### src/gtd_pkg.sv
package gtd_pkg;

  localparam int MAX_BLOCK_DEF = 4096;
  localparam int ADC_BITS_DEF  = 12;
  localparam int SAMPLE_W      = 12;
  localparam int STATE_W       = 48;
  localparam int FRAC_BITS     = 14;
  localparam int LEN_W         = 16;
  localparam int MAG_W         = 20;

  localparam logic [1:0] CFG_COEFF = 2'd0;
  localparam logic [1:0] CFG_BLEN  = 2'd1;
  localparam logic [1:0] CFG_DC    = 2'd2;

  typedef struct packed {
    logic signed [15:0] coeff;
    logic [12:0]        blen;
    logic [11:0]        dc;
  } gtd_cfg_t;

  // one finished block handed from the front to the back
  typedef struct packed {
    logic signed [STATE_W-1:0] s1;
    logic signed [STATE_W-1:0] s2;
    logic [LEN_W-1:0]          n;
  } gtd_job_t;

endpackage

### src/gtd_front.sv
module gtd_front #(
  parameter int MAX_BLOCK = gtd_pkg::MAX_BLOCK_DEF,
  parameter int ADC_BITS  = gtd_pkg::ADC_BITS_DEF
) (
  input  logic                               clk,
  input  logic                               rst_n,
  input  gtd_pkg::gtd_cfg_t                  cfg_i,
  input  logic                               in_tvalid,
  output logic                               in_tready,
  input  logic [gtd_pkg::SAMPLE_W-1:0]       in_sample,
  input  logic                               full_i,
  output logic                               push_o,
  output gtd_pkg::gtd_job_t                  job_o
);
  import gtd_pkg::*;

  localparam int CNT_W = $clog2(MAX_BLOCK + 1);

  logic signed [STATE_W-1:0] d1_r, d1_nxt, d2_r, d2_nxt;
  logic [CNT_W-1:0]          seen_r, seen_nxt;
  logic [SAMPLE_W-1:0]       raw;
  logic signed [12:0]        x;
  logic signed [63:0]        prod;
  logic signed [51:0]        s_wide;
  logic signed [STATE_W-1:0] s_sat;
  logic [LEN_W-1:0]          n_eff;
  logic                      done, acc;

  always_comb begin
    for (int i = 0; i < SAMPLE_W; i++) begin
      raw[i] = in_sample[i] & (i < ADC_BITS);
    end
  end

  assign x    = $signed({1'b0, raw}) - $signed({1'b0, cfg_i.dc});
  assign prod = cfg_i.coeff * d1_r;
  assign s_wide = $signed({{25{x[12]}}, x, 14'b0})
                + $signed({{2{prod[63]}}, prod[63:FRAC_BITS]})
                - $signed({{4{d2_r[STATE_W-1]}}, d2_r});

  // clamp to the 48-bit state range
  always_comb begin
    if (s_wide[51:47] == 5'b00000 || s_wide[51:47] == 5'b11111) begin
      s_sat = s_wide[STATE_W-1:0];
    end else if (s_wide[51]) begin
      s_sat = {1'b1, {(STATE_W-1){1'b0}}};
    end else begin
      s_sat = {1'b0, {(STATE_W-1){1'b1}}};
    end
  end

  always_comb begin
    if (cfg_i.blen == 13'd0) begin
      n_eff = LEN_W'(1);
    end else if (32'(cfg_i.blen) > 32'(MAX_BLOCK)) begin
      n_eff = LEN_W'(MAX_BLOCK);
    end else begin
      n_eff = LEN_W'(cfg_i.blen);
    end
  end

  assign done      = ({1'b0, LEN_W'(seen_r)} + 17'd1) >= {1'b0, n_eff};
  assign in_tready = !full_i;
  assign acc       = in_tvalid && in_tready;
  assign push_o    = acc && done;
  assign job_o     = '{s1: s_sat, s2: d1_r, n: n_eff};

  always_comb begin
    d1_nxt   = d1_r;
    d2_nxt   = d2_r;
    seen_nxt = seen_r;
    if (acc) begin
      if (done) begin
        d1_nxt   = '0;
        d2_nxt   = '0;
        seen_nxt = '0;
      end else begin
        d1_nxt   = s_sat;
        d2_nxt   = d1_r;
        seen_nxt = seen_r + CNT_W'(1);
      end
    end
  end

  always_ff @(posedge clk) begin
    if (!rst_n) begin
      d1_r   <= '0;
      d2_r   <= '0;
      seen_r <= '0;
    end else begin
      d1_r   <= d1_nxt;
      d2_r   <= d2_nxt;
      seen_r <= seen_nxt;
    end
  end

endmodule

### config.mk
export PLATFORM = sky130hd
export DESIGN_NAME = gtd_front
export DESIGN_NICKNAME = d
export VERILOG_FILES = /design/src/gtd_pkg.sv /design/src/gtd_front.sv
export SDC_FILE = /design/constraint.sdc
export NUM_CORES = 2
export LEC_CHECK = 0
export BUFFER_PORTS_ARGS = -buffer_cell sky130_fd_sc_hd__buf_2
export CAP_MARGIN = 20
export CELL_PAD_IN_SITES_DETAIL_PLACEMENT = 0
export CELL_PAD_IN_SITES_GLOBAL_PLACEMENT = 1
export CORE_UTILIZATION = 50
export CTS_BUF_LIST = sky130_fd_sc_hd__clkbuf_4 sky130_fd_sc_hd__clkbuf_8 sky130_fd_sc_hd__clkbuf_16
export CTS_CLUSTER_DIAMETER = 150
export DETAILED_ROUTE_END_ITERATION = 6
export GPL_ROUTABILITY_DRIVEN = 0
export PLACE_DENSITY = 0.86
export REMOVE_ABC_BUFFERS = 1
export SYNTH_ARGS = -nofsm -noshare
export SYNTH_HDL_FRONTEND = slang
export SYNTH_SLANG_ARGS = --single-unit
export TNS_END_PERCENT = 100
### constraint.sdc
create_clock -name clk -period 48.6 [get_ports clk]
set_clock_uncertainty 0.2 [all_clocks]
set_input_delay 9.72 -clock clk [delete_from_list [all_inputs] [get_ports clk]]
set_output_delay 9.72 -clock clk [all_outputs]
set_load 0.05 [all_outputs]
Word-level counts from Yosys, hierarchy flattened
Index checks and enable logic that the tools add are counted.
- $add $sub $neg: 5
- multiply operators: 1
- order comparisons: 2
- eq/ne operators: 1
- multiplexer cells: 7
- reductions and logical operators: 6
- operator list (operator ; count):
    48-bit two-way mux ; 4
    16-bit by 48-bit multiplier with 64-bit output ; 1
    51-bit by 48-bit subtractor with 52-bit output ; 1
    27-bit by 50-bit adder with 51-bit output ; 1
    13-bit two-way mux ; 2
    14-bit by 16-bit >= comparator with 1-bit output ; 1
    16-bit two-way mux ; 1
    13-bit by 1-bit adder with 14-bit output, second input constant ; 1
    13-bit by 1-bit adder with 13-bit output, second input constant ; 1
    13-bit > comparator, second input constant ; 1
    13-bit zero test ; 1
    12-bit by 12-bit subtractor with 13-bit output ; 1
    5-bit == test, second input constant ; 1
    5-bit zero test ; 1
    1-bit logical AND ; 2
    1-bit zero test ; 1
    1-bit logical OR ; 1
- register bits after elaboration: 109
- input bits: 57
- output and inout bits: 114
- word-level logic and storage cells: 25

Longest topological paths before layout
- word-level depth: 7
- depth in mapped cells: 43

Worst setup path before layout
OpenSTA, ideal clock, no wires.
- path kind: input port to output port
- from: input port cfg_i[26] (netlist name)
- to: output port job_o[103] (netlist name)
- data arrival time: 19970 ps
- required time: 38680 ps
- slack: 18710 ps
- cell stages on the path: 40
- buffers on the path: 6
- cell sequence: clkbuf_1 > clkbuf_1 > nand2_1 > fa_1 > inv_1 > fa_1 > inv_1 > fa_1 > inv_1 > fa_1 > fa_1 > inv_1 > fa_1 > inv_1 > ha_1 > clkbuf_1 > a21o_1 > a21o_1 > [... 4 more ...] > o2111ai_1 > nand2_1 > a221o_1 > fa_1 > inv_1 > ha_1 > clkbuf_1 > and4_1 > and2_1 > nand2_1 > or4_1 > o21ai_0 > xor2_1 > and4_1 > buf_2 > nor2_1 > clkbuf_1 > o21ai_0
- RTL lines (item ; RTL line ; source):
    start, declared ; gtd_front.sv:7 ; input gtd_pkg::gtd_cfg_t cfg_i,
    end, declared ; gtd_front.sv:13 ; output gtd_pkg::gtd_job_t job_o

==> impl_metrics.env <==
export IMPL_status="finished clean"
export IMPL_clk_latency_ns=0.37
export IMPL_crit_type="in -> out"
export IMPL_clock_sinks=109
export IMPL_slew_headroom_pct=17.5
export IMPL_grt_pass1_wl_mm=165
export IMPL_nNetsFinal=5290
export IMPL_synth_top_family_by_area="adder cells"
export IMPL_cts_tree="yes"
export IMPL_syn_to_final_growth_pct=5.16
export IMPL_drv_cap=0
export IMPL_grt_pass1_vias=29300
export IMPL_multi_input_area_sq_um=28700
export IMPL_cp_common_cell="fa_1"
export IMPL_seq_area_sq_um=2180
export IMPL_ctsHoldBuffers=0
export IMPL_postCtsSetupBuffers=0
export IMPL_drive_above_1_share_pct=6.18
export IMPL_async_flop_share_pct=0
export IMPL_vias=28700
export IMPL_pin_count=171
export IMPL_slew_violations=0
export IMPL_grt_max_degree=65
export IMPL_drtAntennaViolNets=0
export IMPL_synthesis_instances=4271
export IMPL_fmax_mhz=30.9
export IMPL_slowest_delay_ns=1.06
export IMPL_synth_top_area_cell="fa_1"
export IMPL_fin_setup_tns_ns=0
export IMPL_die_w_um=268
export IMPL_grt_ovfl_total=0
export IMPL_path_max_fanout=43
export IMPL_hold_start="d2_r[15]$_SDFFE_PN0P_"
export IMPL_rr_startpoint="d1_r[13]$_SDFFE_PN0P_"
export IMPL_final_setup_viol_count=0
export IMPL_yosys_warnings=0
export IMPL_cp_end_kind="output pin"
export IMPL_synth_edff_count=0
export IMPL_synth_adder_area_share_pct=50.6
export IMPL_clk_pin_slew_worst_paths_ns=0.08
export IMPL_rsz0062_at_grt="false"
export IMPL_die_area_sq_um=71800
export IMPL_dr_pass1_iters=7
export IMPL_startpoint="cfg_i[40]"
export IMPL_wl_mm=103
export IMPL_numCtsBuffers=9
export IMPL_cts_path_max_buffers=2
export IMPL_die_y_um=268
export IMPL_routedWlPerCell_um=19.8
export IMPL_worst_pin_slew_ns=1.21
export IMPL_synth_area_per_cell_sq_um=8.28
export IMPL_clock_root_buffer="clkbuf_16"
export IMPL_grtUsageTotal_pct=29.9
export IMPL_ctsResizeCount=0
export IMPL_seq_area_frac_synth_pct=6.17
export IMPL_htreeDepth=3
export IMPL_antenna_found_initial=3
export IMPL_synth_compound_area_share_pct=10.3
export IMPL_hold_viol_final=0
export IMPL_synth_area_mux_share_pct=0.0283
export IMPL_crit_required_ns=38.68
export IMPL_coreArea_sq_um=70000
export IMPL_initial_core_util_pct=50.5
export IMPL_synth_xor_area_share_pct=2.97
export IMPL_period_minus_slack_ns=32.34
export IMPL_synthSimpleGateAreaFrac_pct=17.3
export IMPL_synth_area_top_cells="fa_1 (42%), inv_1 (9.8%), ha_1 (8.2%), nand2_1 (6.6%), dfxtp_1 (6.2%)"
export IMPL_fillers=6594
export IMPL_synth_area_sq_um=35300
export IMPL_port_buffers=167
export IMPL_row_count=97
export IMPL_synth_distinct_cells=74
export IMPL_synth_ff_type="dfxtp_1"
export IMPL_min_delay_path_class="reg -> reg"
export IMPL_hpwl_mm=79.5
export IMPL_cp_arrival_ns=22.42
export IMPL_crit_path_top_delay_cell="a2111oi_0"
export IMPL_viasPerCell=5.52
export IMPL_cp_start_kind="input pin"
export IMPL_fin_util_pct=53.1
export IMPL_synth_top_area_share_pct=42.3
export IMPL_ys_seq_elements=109
export IMPL_drt_iter0_markers=2087
export IMPL_post_route_period_util_pct=66.5
export IMPL_drc=0
[final timing paths]
path,endpoint,slack [ns],cells past startpoint
setup / recovery,job_o[64],16.26,37
hold / removal,d2_r[15]$_SDFFE_PN0P_,0.25,2
setup reg to reg,d1_r[31]$_SDFFE_PN0P_,35.57,36
hold reg to reg,d2_r[15]$_SDFFE_PN0P_,0.25,2
[critical path, delay by kind of cell]
family | cells | cell delay (ns)
xor gates and xnor gates | 1 | 0.13
AOI/OAI and AO/OA | 11 | 4.11
adders and majority gates | 9 | 4.18
buffers and inverters | 7 | 2.19
and+or+nand+nor | 9 | 2.01
[stage by stage]
step	area, sq um	setup slack [ns]	cells	hold slack (ns)
2_1_floorplan	34300	18.39	4014	0.232
3_3_place_gp	36800	16.70	5180	0.239
3_5_place_dp	36900	16.65	5181	0.244
4_1_cts	37100	16.60	5197	0.255
5_1_grt	37200	15.88	5198	0.274
6_report	37200	16.26	5200	0.254
[sequential cells by signal (all words and copies together), names as in the netlist]
register and cells:
d1_r 48, seen_r 13, d2_r 48
[placed cells by master (no fill, tap or decap), types with 4 or more instances in the layout]
cell / count
buf_4: 59
a21oi_1: 232
or3_1: 5
xor2_1: 46
o21a_1: 10
inv_1: 926
a21boi_0: 5
nor3_1: 18
nand2b_1: 23
buf_2: 167
and4_1: 7
clkbuf_16: 9
or4_1: 4
o311ai_0: 11
nand3_1: 85
a221o_1: 40
o211ai_1: 15
ha_1: 233
nand3b_1: 7
o31ai_1: 7
nand2_1: 625
a211o_1: 5
a221oi_1: 4
dfxtp_1: 109
xnor2_1: 74
nand4_1: 28
o21bai_1: 22
fa_1: 747
a21o_1: 59
and3_1: 24
o21ai_0: 92
nor2_1: 175
a31oi_1: 12
a211oi_1: 8
a2111oi_0: 4
and2_1: 274
nor2b_1: 13
nor4_1: 6
[synth_stat cells, types with 11 or more instances]
cell type,instances
xor2_1,46
nand2b_1,23
a31oi_1,12
nand3_1,85
inv_1,926
a21o_1,59
and3_1,24
a221o_1,40
and2_1,274
o21bai_1,22
fa_1,747
nor2_1,176
ha_1,233
nand2_1,626
o211ai_1,15
nand4_1,28
xnor2_1,74
a21oi_1,232
dfxtp_1,109
o311ai_0,11
o21ai_0,93
nor3_1,18
nor2b_1,14
clkbuf_1,239
[kinds of logic (layout without fill, tap and decap cells)]
| family | count (synthesis) | in the layout |
|---|---|---|
| AO/OA/AOI/OAI | 565 | 565 |
| XOR/XNOR | 120 | 120 |
| adder cells (fa/ha/maj) | 980 | 980 |
| AND/OR/NAND/NOR | 1308 | 1308 |
| buffers and inverters | 1187 | 1172 |
| flip-flops | 109 | 109 |
| multiplexers | 1 | 1 |
| other | 1 | 5 |
[layout make-up]
type / count / share of cell area, %
multi-input cells: 2977 / 77.2
diodes: 2 / 0.0135
well taps: 940 / 3.16
clock inverters: 7 / 0.148
repair buffers: 228 / 3.59
clock buffers: 9 / 0.606
flip-flops and latches: 109 / 5.87
inverters: 928 / 9.37
[layer usage]
| metal | part of all wire [%] | track usage, % | vias to the layer above | wire length (um) |
|---|---|---|---|---|
| met5 | 0 | 0 | - | 0 |
| met4 | 3.4 | 9.47 | 0 | 3480 |
| met3 | 7.0 | 3.98 | 202 | 7220 |
| met2 | 49 | 51.0 | 1020 | 50500 |
| met1 | 41 | 39.4 | 14500 | 41800 |
| li1 | - | - | 12900 | - |
Power is not shown: default switching activity piles up to over one toggle a cycle in this logic, so the estimate is an artifact.
