[config.mk]
export PLATFORM = sky130hd
export DESIGN_NAME = gtd_queue
export DESIGN_NICKNAME = d
export VERILOG_FILES = /design/src/gtd_pkg.sv /design/src/gtd_queue.sv
export SDC_FILE = /design/constraint.sdc
export NUM_CORES = 1
export LEC_CHECK = 0
export ABC_AREA = 1
export BUFFER_PORTS_ARGS = -buffer_cell sky130_fd_sc_hd__clkbuf_2
export CAP_MARGIN = 20
export CORE_MARGIN = 2
export CORE_UTILIZATION = 45
export DETAILED_ROUTE_END_ITERATION = 7
export PLACE_DENSITY = 0.7
export SLEW_MARGIN = 10
export SYNTH_ARGS = -nofsm -noshare
export SYNTH_HDL_FRONTEND = slang
export SYNTH_SLANG_ARGS = --single-unit
[constraint.sdc]
create_clock -name clk -period 11.85 [get_ports clk]
set_input_delay 1.7775 -clock clk [delete_from_list [all_inputs] [get_ports clk]]
set_output_delay 1.7775 -clock clk [all_outputs]
set_load 0.01 [all_outputs]
[src/gtd_pkg.sv]
package gtd_pkg;

  localparam int MAX_BLOCK_DEF = 4096;
  localparam int ADC_BITS_DEF  = 12;
  localparam int SAMPLE_W      = 12;
  localparam int STATE_W       = 48;
  localparam int FRAC_BITS     = 14;
  localparam int LEN_W         = 16;
  localparam int MAG_W         = 20;

  localparam logic [1:0] CFG_COEFF = 2'd0;
  localparam logic [1:0] CFG_BLEN  = 2'd1;
  localparam logic [1:0] CFG_DC    = 2'd2;

  typedef struct packed {
    logic signed [15:0] coeff;
    logic [12:0]        blen;
    logic [11:0]        dc;
  } gtd_cfg_t;

  // one finished block handed from the front to the back
  typedef struct packed {
    logic signed [STATE_W-1:0] s1;
    logic signed [STATE_W-1:0] s2;
    logic [LEN_W-1:0]          n;
  } gtd_job_t;

endpackage

[src/gtd_queue.sv]
module gtd_queue (
  input  logic              clk,
  input  logic              rst_n,
  input  logic              push_i,
  input  gtd_pkg::gtd_job_t job_i,
  output logic              full_o,
  input  logic              pop_i,
  output gtd_pkg::gtd_job_t job_o,
  output logic              empty_o
);
  import gtd_pkg::*;

  gtd_job_t   ent_r [2];
  logic       wp_r, rp_r;
  logic [1:0] cnt_r;

  assign full_o  = (cnt_r == 2'd2);
  assign empty_o = (cnt_r == 2'd0);
  assign job_o   = ent_r[rp_r];

  always_ff @(posedge clk) begin
    if (push_i) begin
      ent_r[wp_r] <= job_i;
    end
  end

  always_ff @(posedge clk) begin
    if (!rst_n) begin
      wp_r  <= 1'b0;
      rp_r  <= 1'b0;
      cnt_r <= 2'd0;
    end else begin
      if (push_i) wp_r <= !wp_r;
      if (pop_i)  rp_r <= !rp_r;
      cnt_r <= cnt_r + 2'(push_i) - 2'(pop_i);
    end
  end

`ifndef ASSERT_OFF
  a_no_overflow: assert property (@(posedge clk) disable iff (!rst_n)
    push_i |-> !full_o) else $error("queue push while full");
  a_no_underflow: assert property (@(posedge clk) disable iff (!rst_n)
    pop_i |-> !empty_o) else $error("queue pop while empty");
`endif

endmodule

# [Word-level counts from Yosys, hierarchy flattened]
# Memories as Yosys holds them, arrays and structs flattened. A register that Yosys moved wholly into a read port is not among the register bits.
# Cells that the tools add are included.
[totals] register_bits=4 ram_bits=224 in_bits=116 output_inout_bits=114 elab_cells=14 mem_count=1
[classes] n_addsub=2 n_eq_ne=1 n_mux=4 n_reduce_logical=3
[memory_table] memory="ent_r" words=2 word_bits=112 rd=1 rd_ports_with_merged_regs=1 write_ports=1 line_no="gtd_queue.sv:13" text="gtd_job_t ent_r [2];"
[op_table] cell="2-to-1 mux 1 bit" n=4
[op_table] cell="adder 2 x 1 -> 2 bit" n=1
[op_table] cell="equality test 2 bit, second input constant" n=1
[op_table] cell="logical NOT 1 bit" n=2
[op_table] cell="logical NOT 2 bit" n=1
[op_table] cell="subtractor 2 x 1 -> 2 bit" n=1

# [Logic depth before layout (Yosys ltp)]
# Gate-level depths: netlist of the first run.
[logic_depth] word_depth=3 depth_mapped=7 ltp_nobuf=7

# [Worst setup path before layout of the first run]
# No wires, ideal clock.
[synth_timing] path_type="input to register" startpoint="input port push_i" endpoint="memory ent_r[0][0] (netlist name) (enable)" setup_ns=0.587 arrival_time_ns=6.504 required_time_ns=11.263 path_slack_ns=4.759 stages=2 path_buffers=0 path_cell_list="inv_1 > nor2_1"
[synth_via] elab_chain_len=2
[synth_lines] element="from (decl)" line_no="gtd_queue.sv:4" text="input logic push_i,"
[synth_lines] element="2-to-1 mux 1 bit" line_no="gtd_queue.sv:22" text="if (push_i) begin"
[synth_lines] element="2-to-1 mux 1 bit (not written as such)" line_no="gtd_queue.sv:23" text="ent_r[wp_r] <= job_i;"
[synth_lines] element="to (decl)" line_no="gtd_queue.sv:13"
# Every way passes these cells.

==> results of run 1 <==
[final cells by class]
type	instances	area, um2	share of cell area [%]
clock buffer	38	662	6.38
inverter	7	28.8	0.277
sequential	229	6830	65.9
timing repair buffer	233	1180	11.3
clock inverter	4	21.3	0.205
multi-input combinational	133	1370	13.2
tap	229	287	2.76
[synthesized netlist by cell type]
cell type / number / area, um2
edfxtp_1: 224 / 6730
mux2_2: 112 / 1260
nor2_1: 9 / 33.8
buf_6: 8 / 90.1
nand2_1: 8 / 30.0
inv_1: 7 / 26.3
dfxtp_1: 5 / 100
buf_2: 3 / 15.0
ha_1: 2 / 25.0
a21oi_1: 1 / 5.00
buf_4: 1 / 7.51
nand3_1: 1 / 5.00
[layer usage]
| layer | GRT usage (%) | share of wire [%] | vias up |
|---|---|---|---|
| met4 | 3.83 | 1.8 | 0 |
| met5 | 0 | 0 | - |
| met1 | 19.3 | 39 | 2076 |
| li1 | - | - | 1986 |
| met2 | 26.5 | 50 | 175 |
| met3 | 4.62 | 9.4 | 29 |
[worst min path at each step]
| stage | startpoint | end | slack (ps) | depth (start not counted) |
|---|---|---|---|---|
| after global placement | rp_r | rp_r | 480 | 2 |
| after detailed placement | rp_r | rp_r | 510 | 2 |
| after floorplan | rp_r | flop | 460 | 2 |
| after CTS | rp_r | rp_r | 520 | 2 |
| final | rp_r | rp_r | 510 | 2 |
| after global routing | rp_r | flop | 540 | 3 |
[metrics by stage]
stage / instance area [um2] / utilization, % / hold WS (ps) / setup slack, ps / instances
CTS: 10400 / 57.4 / 519 / 7300 / 873
floorplan: 8330 / - / 463 / 4760 / 381
global placement: 9690 / 53.6 / 481 / 7880 / 831
detailed placement: 9690 / 53.6 / 505 / 7850 / 831
global route: 10400 / 57.4 / 540 / 7230 / 873
finish: 10400 / 57.4 / 515 / 7390 / 873
[power breakdown]
part	switching (mW)	internal, mW	total, mW
clock	0.275	0.380	0.655
combinational	0.0845	0.0732	0.158
sequential	0.0146	0.938	0.953
[logic make-up (layout without fill, tap and decap cells)]
logic type / after synthesis / count (layout) / share of synthesized area (%)
compound gates: 1 / 1 / 0.0601
fa+ha+maj: 2 / 2 / 0.301
buf+inv: 19 / 282 / 1.67
flops: 229 / 229 / 82.0
mux: 112 / 112 / 15.1
simple gates: 18 / 18 / 0.826
[flip-flops by register name, indices dropped and copies added, names as in the netlist, named ones only]
| signal | cells |
|---|---|
| wp_r | 1 |
| ent_r | 224 |
| rp_r | 1 |
| cnt_r | 2 |
[worst max-delay path, delay by kind of cell (launching register included)]
| kind | cells | cell delay (ps) |
|---|---|---|
| muxes | 1 | 440 |
| buffers and inverters | 2 | 880 |
| DFF | 1 | 770 |
==> run metrics, run 1 <==
outcome complete, but fails checks; failing checks design-rule violations; Detailed Place HPWL 10200 um; Reg-to-Reg End ent_r[1][51]; Final Hold Fails 0; worst clock skew 12.5 ps; CTS Buffer Depth 3; clock-pin slew on the worst setup and hold paths 60 ps; CP max FO 63; overall routing resource usage 15.4%; max incr delay on CP 770 ps; setup TNS 0 ps; Worst-Skew Late Latency 500 ps; Cell Pwr Density 170 nW/um2; FF-to-FF setup slack 9610 ps; Hold/Removal Path Class reg -> reg; Rel. slew slack 42.9%; WP data arrival 2690 ps; CP Class reg -> out; Lkg Pwr 3.96 nW; max_cap viols 0; Setup violations, final 0; DRT Pass-1 Iters 8; Wirelength per Cell 17.9 um; Initial DRC Count 202; Layout Nets 745; first-pass GRT wire length 23800 um; Num CTS Buffers 23; share of layout cells above drive strength 1 58.4%; Critical path destination job_o[67]; DR DRC count 18; Synth Cell Area 8330 um2; CP Cell Sequence buf_4 -> mux2_2 -> clkbuf_2; slowest CP cell dfxtp_4; crit start category flop; post-route ant nets 0; initial core utilization 46.0%; root buf cell clkbuf_16; synthesized flop and latch total 229; GRT overflow 0; Chip Width 140 um; synthesized net count 499; IO Port Bufs 229; commonest non-fill, non-tap cell in the layout clkbuf_2; height of the die 140 um; initial antenna violation count 0; worst slew pin tran 856 ps; CP endpoint kind output pin; Synthesis Warnings 0; WL final 15600 um; RR Startpoint wp_r; Layout area overhead 24.6%; largest net degree at the start of global routing 64; post-synthesis sequential area ratio 82.0%; Core ar. 18100 um2; unrepaired setup endpoints after global routing no; CTS resizes 0; Max Slew Vio Count 0; Die ar. 19600 um2; Synth cell types 12; Max Freq 224 MHz; number of global-route vias before repair 4577; GP Congestion 0.784; Critical Path RT 10070 ps; Setup Buffers After CTS 0; Tot Pwr 1.77 mW; Avg Synthesized Cell Area 21.9 um2; I/O pin count 230; Worst Reg-to-Reg Cells 3; Synth Instances 381; worst ir drop on vdd 0.114 mV; post-DR vias/cell 4.89; Final Cycle Share 37.7%; count of hold-fix buffers inserted at cts 0; post-layout min period 4460 ps; fill cell count 1392; most frequent cells in the layout 229 x clkbuf_2, 224 x edfxtp_1, 112 x mux2_2; CTS sink cnt 229; TritonCTS clock tree done; antenna cell count 0; # rows 49; DR vias 4266; CTS H-tree depth 1
Note: power is estimated with default switching activity, not from simulation.
==> run 2, diff against run 1 <==
ABC_AREA = 0   (was 1)
clock period = 4.6 ns   (was 11.85 ns; I/O delays follow)
==> run 2 against run 1 <==
  * The flow still finishes with violations (design-rule violations)
  * Die area unchanged
  * Clock-buffer cell count down 8
  * Combinational power rose to 2.8 times the previous value
  * Synthesized cell count down 3.1%
  * Cell area up 0.18%
  * Sequential share of layout area down 0.12 points
  * Sequential power rose to 2.6 times the previous value
  * Register-to-register slack worse by 6800 ps
  * Setup slack worse by 5900 ps
  * Area after synthesis unchanged
  * Wire length down 4.4%
  * Highest routed layer unchanged
==> run metrics, run 2 <==
outcome complete, but fails checks (unchanged); failing checks design-rule violations (unchanged); CP Class reg -> out (unchanged); CTS sink cnt 229 (unchanged); area share of the leading cell type in the synthesized netlist 80.8% (unchanged); root buf cell clkbuf_16 (unchanged); CP max FO 63 (unchanged); Lkg Pwr 3.95 nW (was 3.96 nW); Layout area overhead 24.8% (was 24.6%); clock-pin slew on the worst setup and hold paths 60 ps (about the same); WL final 14900 um (was 15600 um); largest net degree at the start of global routing 68 (was 64); max_cap viols 0 (unchanged); share of layout cells above drive strength 1 60.1% (was 58.4%); Max Freq 322 MHz; Num CTS Buffers 23 (unchanged); worst ir drop on vdd 0.365 mV (was 0.114 mV); max incr delay on CP 910 ps (was 770 ps); Hold EP ent_r[1][17] (was rp_r); post-DR vias/cell 4.88 (was 4.89); Synth Instances 369 (was 381); Synth cell types 14 (was 12); Layout Nets 734 (was 745); setup TNS 0 ps (unchanged); Max Slew Vio Count 0 (unchanged); Final Hold Fails 0 (unchanged); Flop pwr share 53.7% (was 54.0%); antenna cell count 0 (unchanged); Chip Width 140 um (unchanged); Final Cycle Share 67.4%; TritonCTS clock tree done (unchanged); post-layout min period 3100 ps; Comb power frac 9.7% (was 8.9%); Setup Buffers After CTS 0 (unchanged); switching component of the power 0.972 mW (was 0.374 mW); post-synthesis sequential area ratio 82.0% (unchanged); Wirelength per Cell 17.3 um (was 17.9 um); Die ar. 19600 um2 (unchanged); CTS Buffer Depth 3 (unchanged); asr flop ratio synth 0% (unchanged); Worst-Skew Late Latency 490 ps (was 500 ps); unrepaired setup endpoints after global routing no (unchanged); cell-internal power 3.61 mW (was 1.39 mW); DR vias 4203 (was 4266); commonest non-fill, non-tap cell in the layout clkbuf_2 (unchanged); Initial DRC Count 188 (was 202); Setup violations, final 0 (unchanged); fin area 10400 um2 (about the same); RR Startpoint wp_r (unchanged); synthesized net count 487 (was 499); Top Registers ent_r: 224 flops, cnt_r: 2 flops (unchanged); IO Port Bufs 229 (unchanged); Clock power frac 36.6% (was 37.1%); FF-to-FF setup slack 2770 ps (was 9610 ps); Cell Pwr Density 441 nW/um2 (was 170 nW/um2); worst clock skew 5.66 ps (was 12.5 ps); GRT overflow 0 (unchanged); most frequent cells in the layout 229 x clkbuf_2, 224 x edfxtp_1, 112 x mux2_2 (unchanged); number of global-route vias before repair 4516 (was 4577); synthesized flop and latch total 229 (unchanged); DRT Pass-1 Iters 6 (was 8); Switching Fraction 21.2% (about the same); most frequent cell after synthesis edfxtp_1 (unchanged); WP data arrival 2410 ps (was 2690 ps); fill cell count 1363 (was 1392); Core ar. 18100 um2 (unchanged); CTS resizes 0 (unchanged); DR DRC count 13 (was 18); CP Cell Sequence buf_4 -> mux2_2 -> clkbuf_2 (unchanged); Avg Synthesized Cell Area 22.6 um2 (was 21.9 um2); CP endpoint kind output pin (unchanged); hold path depth 1 (was 2); height of the die 140 um (unchanged); synth top area cells edfxtp_1 81%, mux2_2 15%, dfxtp_1 1.2%, buf_6 1.1%, and2_1 0.30% (was edfxtp_1 81%, mux2_2 15%, dfxtp_1 1.2%, buf_6 1.1%, nor2_1 0.41%); Reg-to-Reg End ent_r[1][15] (was ent_r[1][51]); Placed Area 9710 um2 (was 9690 um2); ys flop type edfxtp_1 (unchanged); Critical Path RT 3910 ps (was 10070 ps); worst slew pin tran 846 ps (was 856 ps); Commonest cells post-synth 224 x edfxtp_1, 112 x mux2_2, 8 x buf_6 (was 224 x edfxtp_1, 112 x mux2_2, 9 x nor2_1); initial core utilization 46.0% (unchanged); count of hold-fix buffers inserted at cts 0 (unchanged); overall routing resource usage 14.7% (was 15.4%); largest reg by FF count ent_r (unchanged); Synthesis Warnings 0 (unchanged); slowest CP cell dfxtp_4 (unchanged); Synth Cell Area 8330 um2 (unchanged); initial antenna violation count 0 (unchanged); Largest register FFs 224 (unchanged); first-pass GRT wire length 23000 um (was 23800 um); post-route ant nets 0 (unchanged); I/O pin count 230 (unchanged); CTS H-tree depth 1 (unchanged); post-synth top area cell edfxtp_1 (unchanged); # rows 49 (unchanged); Rel. slew slack 43.6% (was 42.9%); number of flops mapped to enable cells by yosys 224 (unchanged); Hold Crit Start job_i[17] (was rp_r); GP Congestion 0.817 (was 0.784); Hold/Removal Path Class in -> reg (was reg -> reg); crit start category flop (unchanged); Detailed Place HPWL 10000 um (was 10200 um); Worst Reg-to-Reg Cells 2 (was 3)
run 2: worst max-delay path by stage:
stage                start          end  slack [ps]  depth (start not counted)
floorplan           push_i  ent_r[0][0]         530                          1
global placement      flop    job_o[68]        2020                          3
detailed placement    flop    job_o[33]        1970                          3
CTS                   flop    job_o[33]        1430                          3
global route          flop    job_o[73]        1330                          3
finish                flop    job_o[73]        1500                          3
run 2: layout make-up:
class	instances	area (um2)	share of cell area (%)
clock buffer	30	602	5.79
clock inverter	11	80.1	0.771
inverter	2	7.51	0.0722
multi-input combinational	126	1390	13.4
sequential	229	6830	65.7
tap	229	287	2.76
timing repair buffer	234	1200	11.5
run 2: layer usage:
layer | GRT usage (%) | part of all wire, %
met1 | 17.5 | 39
met2 | 25.1 | 48
met3 | 5.37 | 11
met4 | 4.73 | 2.4
met5 | 0 | 0
run 2: critical path: cells and delay by family (launching register included):
| kind | cells | cell delay, ps |
|---|---|---|
| buffers and inverters | 2 | 590 |
| flip-flops | 1 | 910 |
| multiplexers | 1 | 380 |
run 2: kinds of logic after synthesis:
family	after synthesis	share of synthesized area, %
buffers and inverters	14	1.44
XOR/XNOR	2	0.376
multiplexers	112	15.1
AO/OA/AOI/OAI	1	0.0902
AND/OR/NAND/NOR	9	0.646
adder cells (fa/ha/maj)	2	0.301
flip-flops	229	82.0
run 2: metrics by stage:
| step | utilization [%] | setup WS, ps | std cells | hold slack [ps] | total power, mW |
|---|---|---|---|---|---|
| after floorplan | - | 532 | 369 | 555 | 2.76 |
| after global placement | 53.7 | 2020 | 820 | 560 | 2.94 |
| after detailed placement | 53.7 | 1970 | 820 | 566 | 2.96 |
| after CTS | 57.5 | 1430 | 861 | 362 | 4.64 |
| after global routing | 57.5 | 1330 | 861 | 366 | 4.77 |
| final | 57.5 | 1500 | 861 | 385 | 4.59 |
run 2: power groups by stage:
| stage | logic (mW) | registers, mW | clock network, mW |
|---|---|---|---|
| detailed placement | 0.453 | 2.51 | 0 |
| global route | 0.486 | 2.47 | 1.81 |
| finish | 0.447 | 2.46 | 1.68 |
| CTS | 0.456 | 2.46 | 1.72 |
| floorplan | 0.280 | 2.48 | 0 |
| global placement | 0.442 | 2.50 | 0 |
